`src/sot_pkg.sv`:
```
`default_nettype none

package sot_pkg;

    localparam int COORD_BITS_DEF = 16;

    localparam logic KIND_RECT   = 1'b0;
    localparam logic KIND_CIRCLE = 1'b1;

    localparam int KIND_BITS   = 2;
    localparam int RESULT_BITS = 8;

endpackage

`default_nettype wire

```
`src/sot_axis.sv`:
```
`default_nettype none

// gap along one axis between spans [pos_a, pos_a+len_a] and [pos_b, pos_b+len_b],
// squared; a circle enters as a point (length zero)
module sot_axis #(
    parameter int COORD_BITS = sot_pkg::COORD_BITS_DEF
) (
    input  wire logic signed [COORD_BITS-1:0]   pos_a,
    input  wire logic        [COORD_BITS-2:0]   len_a,
    input  wire logic signed [COORD_BITS-1:0]   pos_b,
    input  wire logic        [COORD_BITS-2:0]   len_b,
    output logic             [2*COORD_BITS-1:0] gap_sq,
    output logic                                gap_zero
);

    localparam int W = COORD_BITS + 2;

    logic signed [W-1:0]          pa_ext;
    logic signed [W-1:0]          pb_ext;
    logic signed [W-1:0]          end_a;
    logic signed [W-1:0]          end_b;
    logic signed [W-1:0]          d_ab;
    logic signed [W-1:0]          d_ba;
    logic                         ab_pos;
    logic                         ba_pos;
    logic        [COORD_BITS-1:0] gap;

    always_comb
    begin
        pa_ext = {{2{pos_a[COORD_BITS-1]}}, pos_a};
        pb_ext = {{2{pos_b[COORD_BITS-1]}}, pos_b};
        end_a  = pa_ext + $signed({3'b000, len_a});
        end_b  = pb_ext + $signed({3'b000, len_b});
        d_ab   = pb_ext - end_a;
        d_ba   = pa_ext - end_b;
        ab_pos = !d_ab[W-1] && (d_ab != '0);
        ba_pos = !d_ba[W-1] && (d_ba != '0);
        if (ab_pos)
        begin
            gap = d_ab[COORD_BITS-1:0];
        end
        else if (ba_pos)
        begin
            gap = d_ba[COORD_BITS-1:0];
        end
        else
        begin
            gap = '0;
        end
    end

    assign gap_sq   = gap * gap;
    assign gap_zero = !(ab_pos || ba_pos);

endmodule

`default_nettype wire

```
`config.mk`:
```
export PLATFORM = sky130hd
export DESIGN_NAME = sot_axis
export DESIGN_NICKNAME = d
export VERILOG_FILES = /design/src/sot_pkg.sv /design/src/sot_axis.sv
export SDC_FILE = /design/constraint.sdc
export NUM_CORES = 1
export LEC_CHECK = 0
export ABC_CLOCK_PERIOD_IN_PS = 24000
export BUFFER_PORTS_ARGS = -buffer_cell sky130_fd_sc_hd__buf_2
export CAP_MARGIN = 20
export CELL_PAD_IN_SITES_DETAIL_PLACEMENT = 1
export CELL_PAD_IN_SITES_GLOBAL_PLACEMENT = 2
export CORE_UTILIZATION = 39
export DETAILED_ROUTE_END_ITERATION = 10
export PLACE_DENSITY_LB_ADDON = 0.1
export SYNTH_ARGS = -nofsm -noshare
export SYNTH_HDL_FRONTEND = slang
export SYNTH_SLANG_ARGS = --single-unit
export TNS_END_PERCENT = 10
```
`constraint.sdc`:
```
create_clock -name vclk -period 24
set_clock_uncertainty 0.05 [all_clocks]
set_input_delay 4.8 -clock vclk [all_inputs]
set_output_delay 4.8 -clock vclk [all_outputs]
set_load 0.01 [all_outputs]
```
==> run metrics <==
GRT Util Overall=20.2%; final HPWL from detailed placement=~23000 um; max_cap viols=0; ant diodes=0; PostCTS Resize Cnt=0; Post-DP Area=between 0.01 and 0.015 mm2; first-pass GRT wire length=~46000 um; initial core utilization=40.0%; routed wire length=26100 um; crit path capture=gap_sq[31]; area delta synth->final=6.99%; Register Area=0 um2; Placed Cells=1625; Tcrit/Tclk final=90.4%; fin util=between 40% and 50%; filler instances=around 3200; number of cells on the critical path=40; net count reported at finish=approximately 1700; run status=finished, violations left; final setup vio count=0; CP most frequent cell=fa_1; critical path launch point=pos_a[0]; # DRC=8; Hold Path Class=in -> out; post-route minimum period=21.70 ns; mapped cell area=0.0105 mm2; vias per inst=5.09; CTS Hold Bufs=0; Fmax achieved=0.0461 GHz; hold path depth=7; drt wl/cell=16.0 um; gp weighted congestion=about 0.83; syn_area_per_cell=8.59 um2; Relative slew margins=between 20% and 30%; Core Area=0.0263 mm2; register area share after synthesis=0%; grt total ovfl=0; DR pass1 iterations=9; initial antenna violation count=0; worst-path fanout max=22; crit path capture type=primary output; RSZ-0062 raised after global routing=false; final non-filler cell area=around 0.011 mm2; slowest stage delay, CP=0.96 ns; Yosys cell types=87; failing checks=DRC; chip width=166 um; non-filler cells, final=1625; DRT iter0 DRCs=273; Synth Instances=1224; Setup crit start kind=input port; Slew Limit Fails=0; Routed Antenna Nets=0; input/output buffers=94; CP max-delay cell=a22oi_2; Critical Path RT=19.15 ns; Final Hold Viols=0; post-CTS setup buffer count=0; vias in the first global route=9156; Worst-Margin Slew=1.07 ns; synth warn=0; largest net degree at the start of global routing=23; die area=roughly 0.028 mm2; worst path bufs/invs=9; Row Count=59; WP data arrival=16.85 ns; layout cells sized above 1=14.7%; syn_nets=1615; I/O pins=between 90 and 100; Die Ht=166 um; Via Count=just over 8000; CP Class=in -> out; clock buffers=0; setup TNS=0 ns; Seq cells=0; Largest delay share family, worst path=compound AO/OA/AOI/OAI gates
-- routing by layer --
metal / wire length [um] / vias to the layer above / track usage, %
li1: - / 4007 / -
met1: 13000 / 4171 / 28.7
met2: 12700 / 83 / 36.3
met3: 373 / 4 / 0.167
met4: 42 / 0 / 0.447
met5: 0 / - / 0
-- layout make-up --
type               instances  area, um2  area share [%]
multi-input cells        891       9190            81.7
well taps                335        419            3.73
inverters                299       1120            9.98
repair buffers           100        515            4.58
-- how the worst min path moves through the flow --
stage                         start    endpoint  slack, ns
after CTS                 pos_a[15]  gap_sq[31]      10.67
after detailed placement  pos_a[15]  gap_sq[31]      10.66
after global placement    pos_b[15]  gap_sq[31]      10.64
after global routing      pos_b[15]  gap_sq[31]      10.73
after floorplan            pos_b[1]   gap_sq[0]      10.01
final                     pos_a[15]  gap_sq[31]      10.66
-- Yosys cell counts, types with 10 or more instances --
| cell type | count | area (um2) |
|---|---|---|
| buf_2 | 11 | 55.1 |
| o21ai_0 | 22 | 110 |
| clkbuf_1 | 10 | 37.5 |
| a21oi_1 | 43 | 215 |
| or2_2 | 56 | 350 |
| o21a_1 | 12 | 90.1 |
| nor2_1 | 99 | 372 |
| inv_1 | 297 | 1110 |
| nand3_1 | 15 | 75.1 |
| xnor2_1 | 37 | 324 |
| fa_1 | 193 | 3860 |
| nor3_1 | 23 | 115 |
| ha_1 | 136 | 1700 |
| nand2_1 | 31 | 116 |
| a21o_1 | 18 | 135 |
| or2_1 | 12 | 75.1 |
| and2_1 | 11 | 68.8 |
| nand2b_1 | 21 | 131 |
| o21bai_1 | 12 | 90.1 |
-- metrics by stage --
step	hold slack, ns	setup slack (ns)
6_report	10.66	2.30
3_3_place_gp	10.64	2.63
5_1_grt	10.73	1.58
4_1_cts	10.67	2.15
3_5_place_dp	10.66	2.20
2_1_floorplan	10.01	4.16
-- placed cells by master (no fill, tap or decap), types with 6 or more instances in the layout --
master,synthesis,final
ha_1,136,136
nor2_1,99,99
or3_1,7,7
nand2b_1,21,21
and3_1,7,7
a21oi_1,43,43
a211oi_1,6,6
o21ai_0,22,22
a21o_1,18,18
mux2_2,6,6
inv_1,297,297
buf_2,11,94
nand2_1,31,31
xnor2_1,37,37
or2_1,12,12
nor3_1,23,23
and2_1,11,11
or2_2,56,56
fa_1,193,193
o211ai_1,6,6
o31ai_1,9,9
a31oi_1,7,7
o21a_1,12,12
buf_4,5,6
o21bai_1,12,12
xor2_1,9,9
nand3_1,15,15
-- kinds of logic after synthesis --
| logic type | after synthesis | synth area share (%) |
|---|---|---|
| buf+inv | 333 | 12.7 |
| compound gates | 190 | 13.5 |
| mux | 10 | 1.04 |
| simple gates | 314 | 15.7 |
| fa+ha+maj | 329 | 52.9 |
| other cells | 1 | 0.0357 |
| xor+xnor | 47 | 4.05 |
Power is left out: the tool's default activity adds up to more than one toggle a clock period on the data nets, which glitch-free logic cannot reach.
